**config.mk**
```make
export PLATFORM = sky130hd
export DESIGN_NAME = oscillator_divider_search
export DESIGN_NICKNAME = d
export VERILOG_FILES = /design/src/rtl/ods_pkg.sv /design/src/rtl/oscillator_divider_search.sv /design/src/rtl/ods_div.sv /design/src/rtl/ods_datapath.sv /design/src/rtl/ods_ctrl.sv
export VERILOG_INCLUDE_DIRS = /design/src /design/src/rtl
export SDC_FILE = /design/constraint.sdc
export NUM_CORES = 2
export LEC_CHECK = 0
export BUFFER_PORTS_ARGS = -buffer_cell sky130_fd_sc_hd__buf_4
export CORE_ASPECT_RATIO = 1.25
export CORE_MARGIN = 2
export CORE_UTILIZATION = 69
export DETAILED_ROUTE_END_ITERATION = 12
export PLACE_DENSITY = 0.87
export REMOVE_ABC_BUFFERS = 1
export SLEW_MARGIN = 20
export SYNTH_ARGS = -nofsm -noshare
export SYNTH_HDL_FRONTEND = slang
export SYNTH_HIERARCHICAL = 1
export SYNTH_SLANG_ARGS = --single-unit
```
**constraint.sdc**
```tcl
create_clock -name clk -period 20.6 [get_ports clk]
set_input_delay 5.15 -clock clk [delete_from_list [all_inputs] [get_ports clk]]
set_output_delay 5.15 -clock clk [all_outputs]
set_load 0.02 [all_outputs]
```
**src/rtl/assert_macros.svh**
```systemverilog
// Assertion helpers shared by the RTL.
`ifndef ASSERT_MACROS_SVH
`define ASSERT_MACROS_SVH

// Same-cycle implication, disabled during reset.
`define ODS_ASSERT_IMP(lbl, ante, cons, msg) \
    lbl: assert property (@(posedge clk) disable iff (!rst_n) (ante) |-> (cons)) \
        else $error(msg);

// Next-cycle implication, disabled during reset.
`define ODS_ASSERT_NXT(lbl, ante, cons, msg) \
    lbl: assert property (@(posedge clk) disable iff (!rst_n) (ante) |=> (cons)) \
        else $error(msg);

`endif

```
**src/rtl/ods_pkg.sv**
```systemverilog
package ods_pkg;

    localparam int TargetW  = 31;
    localparam int XtalW    = 48;
    localparam int DcoW     = 33;
    localparam int RatioW   = 38;
    localparam int N1W      = 8;
    localparam int HsW      = 4;
    localparam int FhW      = TargetW + HsW;
    localparam int FdcoW    = 43;
    localparam int HsCount  = 6;
    localparam int HsIdxW   = 3;
    localparam int FracSh   = 44;
    localparam int DivNumW  = 86;
    localparam int DivDenW  = 48;
    localparam int DivCntW  = 7;
    localparam int CfgIdxW  = 2;
    localparam int CfgDataW = 48;

    localparam logic [N1W-1:0] N1Limit = 8'd128;

    localparam logic [CfgIdxW-1:0] CFG_XTAL    = 2'd0;
    localparam logic [CfgIdxW-1:0] CFG_DCO_MIN = 2'd1;
    localparam logic [CfgIdxW-1:0] CFG_DCO_MAX = 2'd2;

    localparam logic [XtalW-1:0] XtalReset   = 48'd7489781760000;
    localparam logic [DcoW-1:0]  DcoMinReset = 33'd4850000000;
    localparam logic [DcoW-1:0]  DcoMaxReset = 33'd5670000000;

    // High-speed divider search order
    function automatic logic [HsW-1:0] hs_of(input logic [HsIdxW-1:0] idx);
        logic [HsW-1:0] hs;
        unique case (idx)
            3'd0:    hs = 4'd11;
            3'd1:    hs = 4'd9;
            3'd2:    hs = 4'd7;
            3'd3:    hs = 4'd6;
            3'd4:    hs = 4'd5;
            default: hs = 4'd4;
        endcase
        return hs;
    endfunction

    typedef struct packed {
        logic load;
        logic div_min;
        logic div_f;
        logic div_ratio;
        logic seed;
        logic mult;
        logic step;
        logic take;
        logic next_hs;
        logic out_load;
    } cmd_t;

    typedef struct packed {
        logic zero_f;
        logic div_busy;
        logic seed_skip;
        logic scan_over;
        logic scan_hit;
        logic last_hs;
        logic found;
    } sts_t;

endpackage

```
**src/rtl/oscillator_divider_search.sv**
```systemverilog
// Each word tries the six high-speed dividers in turn, each scanning up to 65 N1 steps
// (usually 1 to 4); a zero target skips the search and reports status high.
// Throughput: one word at a time; all divisions share the one-bit-per-cycle divider.
// Reset: rst_n, asynchronous active low, clears control and loads register defaults.
module oscillator_divider_search (
    input  logic                          clk,
    input  logic                          rst_n,
    // configuration write port
    input  logic                          cfg_we,
    input  logic [ods_pkg::CfgIdxW-1:0]   cfg_index,
    input  logic [ods_pkg::CfgDataW-1:0]  cfg_data,
    // input word
    input  logic                          in_valid,
    output logic                          in_stall,
    input  logic [ods_pkg::TargetW-1:0]   target_hz,
    // result word
    output logic                          out_valid,
    input  logic                          out_stall,
    output logic [ods_pkg::RatioW-1:0]    ratio_word,
    output logic [ods_pkg::N1W-1:0]       out_divider,
    output logic [ods_pkg::HsW-1:0]       speed_divider,
    output logic                          status
);
    import ods_pkg::*;

    // Per divider HS: dco_min/HS then /target on the shared divider, seed N1, one
    // multiply for fdco, then step N1 by two adding 2*f*HS (by one from N1 = 1, adding f*HS).
    // The ratio is a final 86-bit by 48-bit division.
    // The result register frees the controller as soon as the word is loaded.

    cmd_t cmd;
    sts_t sts;

    ods_ctrl u_ctrl (
        .clk       (clk),
        .rst_n     (rst_n),
        .in_valid  (in_valid),
        .in_stall  (in_stall),
        .out_valid (out_valid),
        .out_stall (out_stall),
        .sts       (sts),
        .cmd       (cmd)
    );

    ods_datapath u_dp (
        .clk           (clk),
        .rst_n         (rst_n),
        .cfg_we        (cfg_we),
        .cfg_index     (cfg_index),
        .cfg_data      (cfg_data),
        .target_hz     (target_hz),
        .cmd           (cmd),
        .sts           (sts),
        .ratio_word    (ratio_word),
        .out_divider   (out_divider),
        .speed_divider (speed_divider),
        .status        (status)
    );

endmodule

```
**src/rtl/ods_div.sv**
```systemverilog
`include "assert_macros.svh"

module ods_div (
    input  logic                         clk,
    input  logic                         rst_n,
    input  logic                         start,
    input  logic [ods_pkg::DivNumW-1:0]  num_in,
    input  logic [ods_pkg::DivDenW-1:0]  den_in,
    input  logic [ods_pkg::DivCntW-1:0]  cnt_in,
    output logic                         busy,
    output logic [ods_pkg::DivNumW-1:0]  quot
);
    import ods_pkg::*;

    // restoring divider, one quotient bit per cycle; quotient shifts into num
    logic [DivNumW-1:0] num_reg;
    logic [DivDenW-1:0] den_reg;
    logic [DivDenW-1:0] rem_reg;
    logic [DivCntW-1:0] cnt_reg;
    logic               busy_reg;
    logic [DivDenW:0]   sh;
    logic [DivDenW:0]   diff;
    logic               ge;

    assign sh   = {rem_reg, num_reg[DivNumW-1]};
    assign ge   = sh >= {1'b0, den_reg};
    assign diff = sh - {1'b0, den_reg};

    always_ff @(posedge clk or negedge rst_n)
    begin
        if (!rst_n)
        begin
            busy_reg <= 1'b0;
            cnt_reg  <= '0;
        end
        else if (start)
        begin
            busy_reg <= 1'b1;
            cnt_reg  <= cnt_in;
        end
        else if (busy_reg)
        begin
            cnt_reg <= cnt_reg - 1'b1;
            if (cnt_reg == DivCntW'(1))
            begin
                busy_reg <= 1'b0;
            end
        end
    end

    always_ff @(posedge clk)
    begin
        if (start)
        begin
            num_reg <= num_in;
            den_reg <= den_in;
            rem_reg <= '0;
        end
        else if (busy_reg)
        begin
            num_reg <= {num_reg[DivNumW-2:0], ge};
            rem_reg <= ge ? diff[DivDenW-1:0] : sh[DivDenW-1:0];
        end
    end

    assign busy = busy_reg;
    assign quot = num_reg;

    `ODS_ASSERT_NXT(a_div_runs, busy_reg && !start && cnt_reg != DivCntW'(1), busy_reg,
        "divider stopped early")

endmodule

```
**src/rtl/ods_datapath.sv**
```systemverilog
`include "assert_macros.svh"

module ods_datapath (
    input  logic                          clk,
    input  logic                          rst_n,
    input  logic                          cfg_we,
    input  logic [ods_pkg::CfgIdxW-1:0]   cfg_index,
    input  logic [ods_pkg::CfgDataW-1:0]  cfg_data,
    input  logic [ods_pkg::TargetW-1:0]   target_hz,
    input  ods_pkg::cmd_t                 cmd,
    output ods_pkg::sts_t                 sts,
    output logic [ods_pkg::RatioW-1:0]    ratio_word,
    output logic [ods_pkg::N1W-1:0]       out_divider,
    output logic [ods_pkg::HsW-1:0]       speed_divider,
    output logic                          status
);
    import ods_pkg::*;

    logic [XtalW-1:0]   xtal_reg;
    logic [DcoW-1:0]    dmin_reg;
    logic [DcoW-1:0]    dmax_reg;
    logic [TargetW-1:0] f_reg;
    logic [HsIdxW-1:0]  hs_idx_reg;
    logic [FhW-1:0]     fh_reg;
    logic [N1W-1:0]     n1_reg;
    logic [FdcoW-1:0]   fdco_reg;
    logic               found_reg;
    logic [FdcoW-1:0]   best_fdco_reg;
    logic [N1W-1:0]     best_n1_reg;
    logic [HsW-1:0]     best_hs_reg;
    logic [RatioW-1:0]  ratio_reg;
    logic [N1W-1:0]     n1_out_reg;
    logic [HsW-1:0]     hs_out_reg;
    logic               status_reg;

    logic [HsW-1:0]     hs_cur;
    logic               div_start;
    logic [DivNumW-1:0] div_num;
    logic [DivDenW-1:0] div_den;
    logic [DivCntW-1:0] div_cnt;
    logic               div_busy;
    logic [DivNumW-1:0] div_quot;
    logic [DcoW-1:0]    q33;
    logic [N1W-1:0]     n1_seed;

    assign hs_cur    = hs_of(hs_idx_reg);
    assign div_start = cmd.div_min | cmd.div_f | cmd.div_ratio;
    assign q33       = div_quot[DcoW-1:0];

    always_comb
    begin
        priority if (cmd.div_ratio)
        begin
            div_num = {best_fdco_reg[DivNumW-FracSh-1:0], {FracSh{1'b0}}};
            div_den = xtal_reg;
            div_cnt = DivCntW'(DivNumW);
        end
        else if (cmd.div_f)
        begin
            div_num = {q33, {(DivNumW-DcoW){1'b0}}};
            div_den = {{(DivDenW-TargetW){1'b0}}, f_reg};
            div_cnt = DivCntW'(DcoW);
        end
        else
        begin
            div_num = {dmin_reg, {(DivNumW-DcoW){1'b0}}};
            div_den = {{(DivDenW-HsW){1'b0}}, hs_cur};
            div_cnt = DivCntW'(DcoW);
        end
    end

    ods_div u_div (
        .clk    (clk),
        .rst_n  (rst_n),
        .start  (div_start),
        .num_in (div_num),
        .den_in (div_den),
        .cnt_in (div_cnt),
        .busy   (div_busy),
        .quot   (div_quot)
    );

    // start of N1: zero or odd goes up by one
    assign n1_seed = (q33[N1W-1:0] == '0 || q33[0]) ? q33[N1W-1:0] + 1'b1 : q33[N1W-1:0];

    always_ff @(posedge clk or negedge rst_n)
    begin
        if (!rst_n)
        begin
            xtal_reg  <= XtalReset;
            dmin_reg  <= DcoMinReset;
            dmax_reg  <= DcoMaxReset;
            found_reg <= 1'b0;
        end
        else
        begin
            if (cfg_we)
            begin
                unique case (cfg_index)
                    CFG_XTAL:    xtal_reg <= cfg_data;
                    CFG_DCO_MIN: dmin_reg <= cfg_data[DcoW-1:0];
                    CFG_DCO_MAX: dmax_reg <= cfg_data[DcoW-1:0];
                    default:     ;
                endcase
            end
            if (cmd.load)
            begin
                found_reg <= 1'b0;
            end
            else if (cmd.take)
            begin
                found_reg <= 1'b1;
            end
        end
    end

    always_ff @(posedge clk)
    begin
        if (cmd.load)
        begin
            f_reg      <= target_hz;
            hs_idx_reg <= '0;
        end
        if (cmd.next_hs)
        begin
            hs_idx_reg <= hs_idx_reg + 1'b1;
        end
        if (cmd.div_min)
        begin
            fh_reg <= FhW'(f_reg) * FhW'(hs_cur);
        end
        if (cmd.seed)
        begin
            n1_reg <= n1_seed;
        end
        if (cmd.mult)
        begin
            fdco_reg <= FdcoW'(fh_reg) * FdcoW'(n1_reg);
        end
        if (cmd.step)
        begin
            if (n1_reg == N1W'(1))
            begin
                n1_reg   <= n1_reg + 1'b1;
                fdco_reg <= fdco_reg + FdcoW'(fh_reg);
            end
            else
            begin
                n1_reg   <= n1_reg + N1W'(2);
                fdco_reg <= fdco_reg + FdcoW'({fh_reg, 1'b0});
            end
        end
        // strictly lower wins, so the first match keeps a tie
        if (cmd.take && (!found_reg || fdco_reg < best_fdco_reg))
        begin
            best_fdco_reg <= fdco_reg;
            best_n1_reg   <= n1_reg;
            best_hs_reg   <= hs_cur;
        end
        if (cmd.out_load)
        begin
            if (found_reg)
            begin
                ratio_reg  <= div_quot[RatioW-1:0];
                n1_out_reg <= best_n1_reg;
                hs_out_reg <= best_hs_reg;
                status_reg <= 1'b0;
            end
            else
            begin
                ratio_reg  <= '0;
                n1_out_reg <= '0;
                hs_out_reg <= '0;
                status_reg <= 1'b1;
            end
        end
    end

    assign sts.zero_f    = (f_reg == '0);
    assign sts.div_busy  = div_busy;
    assign sts.seed_skip = (q33[DcoW-1:N1W] != '0) || (q33[N1W-1:0] > N1Limit);
    assign sts.scan_over = (n1_reg > N1Limit) || (fdco_reg > FdcoW'(dmax_reg));
    assign sts.scan_hit  = (fdco_reg >= FdcoW'(dmin_reg));
    assign sts.last_hs   = (hs_idx_reg == HsIdxW'(HsCount - 1));
    assign sts.found     = found_reg;

    assign ratio_word    = ratio_reg;
    assign out_divider   = n1_out_reg;
    assign speed_divider = hs_out_reg;
    assign status        = status_reg;

    `ODS_ASSERT_NXT(a_take_found, cmd.take, found_reg,
        "match taken but found flag not set")

endmodule

```
**src/rtl/ods_ctrl.sv**
```systemverilog
`include "assert_macros.svh"

module ods_ctrl (
    input  logic           clk,
    input  logic           rst_n,
    input  logic           in_valid,
    output logic           in_stall,
    output logic           out_valid,
    input  logic           out_stall,
    input  ods_pkg::sts_t  sts,
    output ods_pkg::cmd_t  cmd
);
    import ods_pkg::*;

    typedef enum logic [11:0] {
        ST_IDLE       = 12'b0000_0000_0001,
        ST_START      = 12'b0000_0000_0010,
        ST_DIVA_GO    = 12'b0000_0000_0100,
        ST_DIVA_WAIT  = 12'b0000_0000_1000,
        ST_DIVB_GO    = 12'b0000_0001_0000,
        ST_DIVB_WAIT  = 12'b0000_0010_0000,
        ST_SEED       = 12'b0000_0100_0000,
        ST_MULT       = 12'b0000_1000_0000,
        ST_SCAN       = 12'b0001_0000_0000,
        ST_NEXT       = 12'b0010_0000_0000,
        ST_RATIO_WAIT = 12'b0100_0000_0000,
        ST_DONE       = 12'b1000_0000_0000
    } state_t;

    state_t state_reg, state_next;
    logic   out_valid_reg, out_valid_next;

    always_comb
    begin
        cmd        = '0;
        state_next = state_reg;
        unique case (state_reg)
            ST_IDLE:
            begin
                if (in_valid)
                begin
                    cmd.load   = 1'b1;
                    state_next = ST_START;
                end
            end
            ST_START:
            begin
                state_next = sts.zero_f ? ST_DONE : ST_DIVA_GO;
            end
            ST_DIVA_GO:
            begin
                cmd.div_min = 1'b1;
                state_next  = ST_DIVA_WAIT;
            end
            ST_DIVA_WAIT:
            begin
                if (!sts.div_busy)
                begin
                    state_next = ST_DIVB_GO;
                end
            end
            ST_DIVB_GO:
            begin
                cmd.div_f  = 1'b1;
                state_next = ST_DIVB_WAIT;
            end
            ST_DIVB_WAIT:
            begin
                if (!sts.div_busy)
                begin
                    state_next = ST_SEED;
                end
            end
            ST_SEED:
            begin
                cmd.seed   = 1'b1;
                state_next = sts.seed_skip ? ST_NEXT : ST_MULT;
            end
            ST_MULT:
            begin
                cmd.mult   = 1'b1;
                state_next = ST_SCAN;
            end
            ST_SCAN:
            begin
                // the first in-window value is the lowest for this divider
                priority if (sts.scan_over)
                begin
                    state_next = ST_NEXT;
                end
                else if (sts.scan_hit)
                begin
                    cmd.take   = 1'b1;
                    state_next = ST_NEXT;
                end
                else
                begin
                    cmd.step = 1'b1;
                end
            end
            ST_NEXT:
            begin
                if (!sts.last_hs)
                begin
                    cmd.next_hs = 1'b1;
                    state_next  = ST_DIVA_GO;
                end
                else if (sts.found)
                begin
                    cmd.div_ratio = 1'b1;
                    state_next    = ST_RATIO_WAIT;
                end
                else
                begin
                    state_next = ST_DONE;
                end
            end
            ST_RATIO_WAIT:
            begin
                if (!sts.div_busy)
                begin
                    state_next = ST_DONE;
                end
            end
            ST_DONE:
            begin
                if (!out_valid_reg || !out_stall)
                begin
                    cmd.out_load = 1'b1;
                    state_next   = ST_IDLE;
                end
            end
            default:
            begin
                state_next = ST_IDLE;
            end
        endcase
    end

    always_comb
    begin
        out_valid_next = out_valid_reg;
        if (cmd.out_load)
        begin
            out_valid_next = 1'b1;
        end
        else if (out_valid_reg && !out_stall)
        begin
            out_valid_next = 1'b0;
        end
    end

    always_ff @(posedge clk or negedge rst_n)
    begin
        if (!rst_n)
        begin
            state_reg     <= ST_IDLE;
            out_valid_reg <= 1'b0;
        end
        else
        begin
            state_reg     <= state_next;
            out_valid_reg <= out_valid_next;
        end
    end

    assign in_stall  = (state_reg != ST_IDLE);
    assign out_valid = out_valid_reg;

    `ODS_ASSERT_NXT(a_load_valid, cmd.out_load, out_valid_reg && state_reg == ST_IDLE,
        "result load did not raise valid")
    `ODS_ASSERT_IMP(a_scan_div_idle, state_reg == ST_SCAN || state_reg == ST_DONE,
        !sts.div_busy, "divider busy outside a wait state")

endmodule
```
==> summary.md <==
| Metric | Value |
|---|---|
| Final antenna-violating net count | `0` |
| Design Area, Final | `48500 um^2` |
| HP Start | `u_dp/n1_reg[2]` |
| Count of cell types in the netlist | `102` |
| Leak | `21.2 nW` |
| Max frequency | `0.137 GHz` |
| Post-CTS Setup Bufs | `0` |
| #FFs+latches synth | `544` |
| Pwr Density | `133 nW/um^2` |
| Max-cap violation count | `0` |
| Clock power share | `15.1%` |
| Most common cell in the netlist | `inv_1` |
| Worst hold path class | `reg2reg` |
| First-pass GRT wire length | `192000 um` |
| Top Layer Used | `met5` |
| Worst reg2reg setup slack | `14.28 ns` |
| GR Overflow Total | `0` |
| Starting density of the core | `69.8%` |
| Drt wl/cell | `21.7 um` |
| Slew @ Worst Pin | `1.09 ns` |
| Psw | `2.79 mW` |
| Clk_skew | `0.0278 ns` |
| Via density | `6.40` |
| Syn Std Cell Area | `44900 um^2` |
| CTS tree | `built` |
| # IOs | `139` |
| Max-slew violation count | `0` |
| Worst Hold End | `u_dp/best_n1_reg[2]` |
| Residual DRC | `0` |
| Critical Path Fanout Max | `8` |
| Initial antenna violation count | `4` |
| Data required, critical path | `15.45 ns` |
| Met1 layer wirelength in the final routing | `44900 um` |
| Met2 wire len | `60200 um` |
| Sw Ratio | `43.3%` |
| Largest delay share family, worst path | `simple AND/OR/NAND/NOR gates` |
| Fin crit share | `35.4%` |
| Clock sinks | `544` |
| Drt total wl | `121000 um` |
| Met3 Wirelength | `9050 um` |
| RD Place Congestion | `0.994` |
| Seq pwr share | `28.7%` |
| Critical Path AT | `2.14 ns` |
| Pre-antenna DRT Iters | `8` |
| # nets final | `5401` |
| RR Startpoint | `u_dp/n1_reg[7]` |
| Clock root buffer | `clkbuf_16` |
| Row count | `104` |
| Ys async rst share | `25.0%` |
| Final setup viols | `0` |
| WHS Path Cells | `0` |
| Critical Path, Cell by Cell | `nor4_4 -> and2_1 -> nand2_1 -> buf_4` |
| Register area share after synthesis | `33.9%` |
| Post-CTS Hold Buffers | `0` |
| DR vias | `35900` |
| Dpl cell area | `46800 um^2` |
| Area Overhead vs Synth | `7.98%` |
| Minimum clock period after layout | `7.29 ns` |
| Post-synth EDFFs | `360` |
| Peak supply drop | `0.0000700 V` |
| Vias in the first global route | `36600` |
| Worst skew pair latency | `0.62 ns` |
| Initial DRC Count | `3196` |
| Ys flop type | `edfxtp_1` |
| FF-to-FF End | `u_dp/fdco_reg[38]` |
| Combinational power share | `56.1%` |
| Final hold slack | `0.456 ns` |
| H-tree depth | `2` |
| Overall Global Routing Usage | `36.4%` |
| Yosys synthesis warning count | `6` |
| RSZ-0062 raised after global routing | `false` |
| Max FFs per register | `86` |
| Largest net degree at the start of global routing | `95` |
| Layout cells sized above 1 | `11.9%` |
| Status | `finished clean` |
| Final Hold Vio Count | `0` |
| Port bufs | `138` |
| Post-cts gate resize count | `0` |
| Die ar. | `67200 um^2` |
| CTS Buf Count | `51` |
| Crit end category | `output port` |
| Yosys top cell by area | `edfxtp_1` |
| R2R depth | `19` |
| Clk buf depth | `3` |
| Rel. slew slack | `26.0%` |
| Commonest cells in the synthesized netlist | `inv_1 (527), nand2_1 (460), edfxtp_1 (360)` |
| CP max stage delay | `0.49 ns` |
| Critical path type | `reg2out` |
| # placed instances | `5510` |
| Internal | `3.65 mW` |
| Die span in y | `289 um` |
| Fin cells | `5606` |
| WP buf/inv | `1` |
| Die W | `232 um` |
| Slowest CP cell | `dfrtp_1` |
| Clock slew seen by the registers of the worst setup and hold paths | `0.06 ns` |
| Worst setup SP type | `flop` |
| Std-Cell Core Area | `64400 um^2` |
| DP Wirelength | `89800 um` |
| Top cell type's share of synthesized area | `24.1%` |
| Synth area leaders | `edfxtp_1 (24%), fa_1 (12%), ha_1 (9.5%), dfrtp_1 (5.3%), mux2_2 (5.1%)` |
| Mapped Cells | `4627` |
| Total negative slack | `0 ns` |
| Syn avg cell area | `9.71 um^2` |
| Antenna Cells | `0` |
worst max path at each step:
stage | startpoint | slack [ns] | cells past startpoint | end
4_1_cts | u_ctrl/state_reg[4] | 13.32 | 4 | in_stall
3_5_place_dp | cfg_index[1] | 13.93 | 4 | u_dp/xtal_reg[45]
2_1_floorplan | u_ctrl/state_reg[9] | 4.75 | 6 | u_dp/u_div/quot[0]
3_3_place_gp | cfg_index[1] | 13.95 | 4 | u_dp/xtal_reg[46]
6_report | u_ctrl/state_reg[4] | 13.31 | 4 | in_stall
5_1_grt | u_ctrl/state_reg[4] | 13.17 | 4 | in_stall
per-layer routing:
| layer | vias up | global-route usage, % |
|---|---|---|
| met3 | 421 | 4.54 |
| met2 | 1663 | 63.2 |
| met1 | 17600 | 44.0 |
| li1 | 16100 | - |
| met4 | 2 | 20.2 |
| met5 | - | 0 |
layout by cell type, fill, tap and decap left out, types with 19 or more instances in the layout:
| cell type | n |
|---|---|
| inv_1 | 526 |
| nand2_1 | 460 |
| edfxtp_1 | 360 |
| and2_1 | 358 |
| ha_1 | 341 |
| fa_1 | 259 |
| a21oi_1 | 246 |
| o21ai_0 | 230 |
| mux2_2 | 205 |
| nor2_1 | 196 |
| buf_4 | 174 |
| a21o_1 | 123 |
| xnor2_1 | 102 |
| dfrtp_1 | 95 |
| xor2_1 | 69 |
| nand3_1 | 65 |
| nand4_1 | 60 |
| clkbuf_16 | 53 |
| mux2i_1 | 52 |
| dfxtp_1 | 48 |
| nor3_1 | 46 |
| conb_1 | 45 |
| o211ai_1 | 41 |
| dfstp_2 | 40 |
| nand2b_1 | 37 |
| nor2b_1 | 37 |
| and3_1 | 31 |
| o21bai_1 | 30 |
| a311oi_1 | 30 |
| a211oi_1 | 29 |
| nor4_1 | 29 |
| o21a_1 | 23 |
| a31oi_1 | 23 |
| or3_1 | 19 |
power by group through the flow:
| stage | clock (mW) | sequential [mW] | combinational [mW] |
|---|---|---|---|
| finish | 0.976 | 1.85 | 3.62 |
| CTS | 0.980 | 1.84 | 3.56 |
| floorplan | 0 | 1.76 | 2.76 |
| global route | 1.02 | 1.87 | 4.03 |
| global placement | 0 | 1.85 | 3.39 |
| detailed placement | 0 | 1.86 | 3.51 |
cell type report:
| type | count | area (um^2) |
|---|---|---|
| Sequential cell | 544 | 15200 |
| Fill cell | 4331 | 15900 |
| Clock buffer | 70 | 1450 |
| Tap cell | 848 | 1060 |
| Timing Repair Buffer | 175 | 1320 |
| Inverter | 530 | 1990 |
| Multi-Input combinational cell | 3413 | 27200 |
| Clock inverter | 26 | 250 |
logic make-up (layout without fill, tap and decap cells):
logic type,Yosys count,after routing,synth area share [%]
AND/OR/NAND/NOR,1423,1423,16.3
AO/OA/AOI/OAI,917,917,13.2
buffers and inverters,714,801,6.02
adder cells (fa/ha/maj),600,600,21.0
flip-flops,544,544,33.9
multiplexers,257,257,6.29
XOR/XNOR,171,171,3.33
other,1,45,0.00834
per-stage QoR:
step	setup slack [ns]	utilization, %	total power [mW]
3_5_place_dp	13.93	72.7	5.36
3_3_place_gp	13.95	72.7	5.23
4_1_cts	13.32	75.3	6.38
6_report	13.31	75.3	6.45
2_1_floorplan	4.75	-	4.52
5_1_grt	13.17	75.3	6.92
Note: power is estimated with default switching activity, not from simulation.
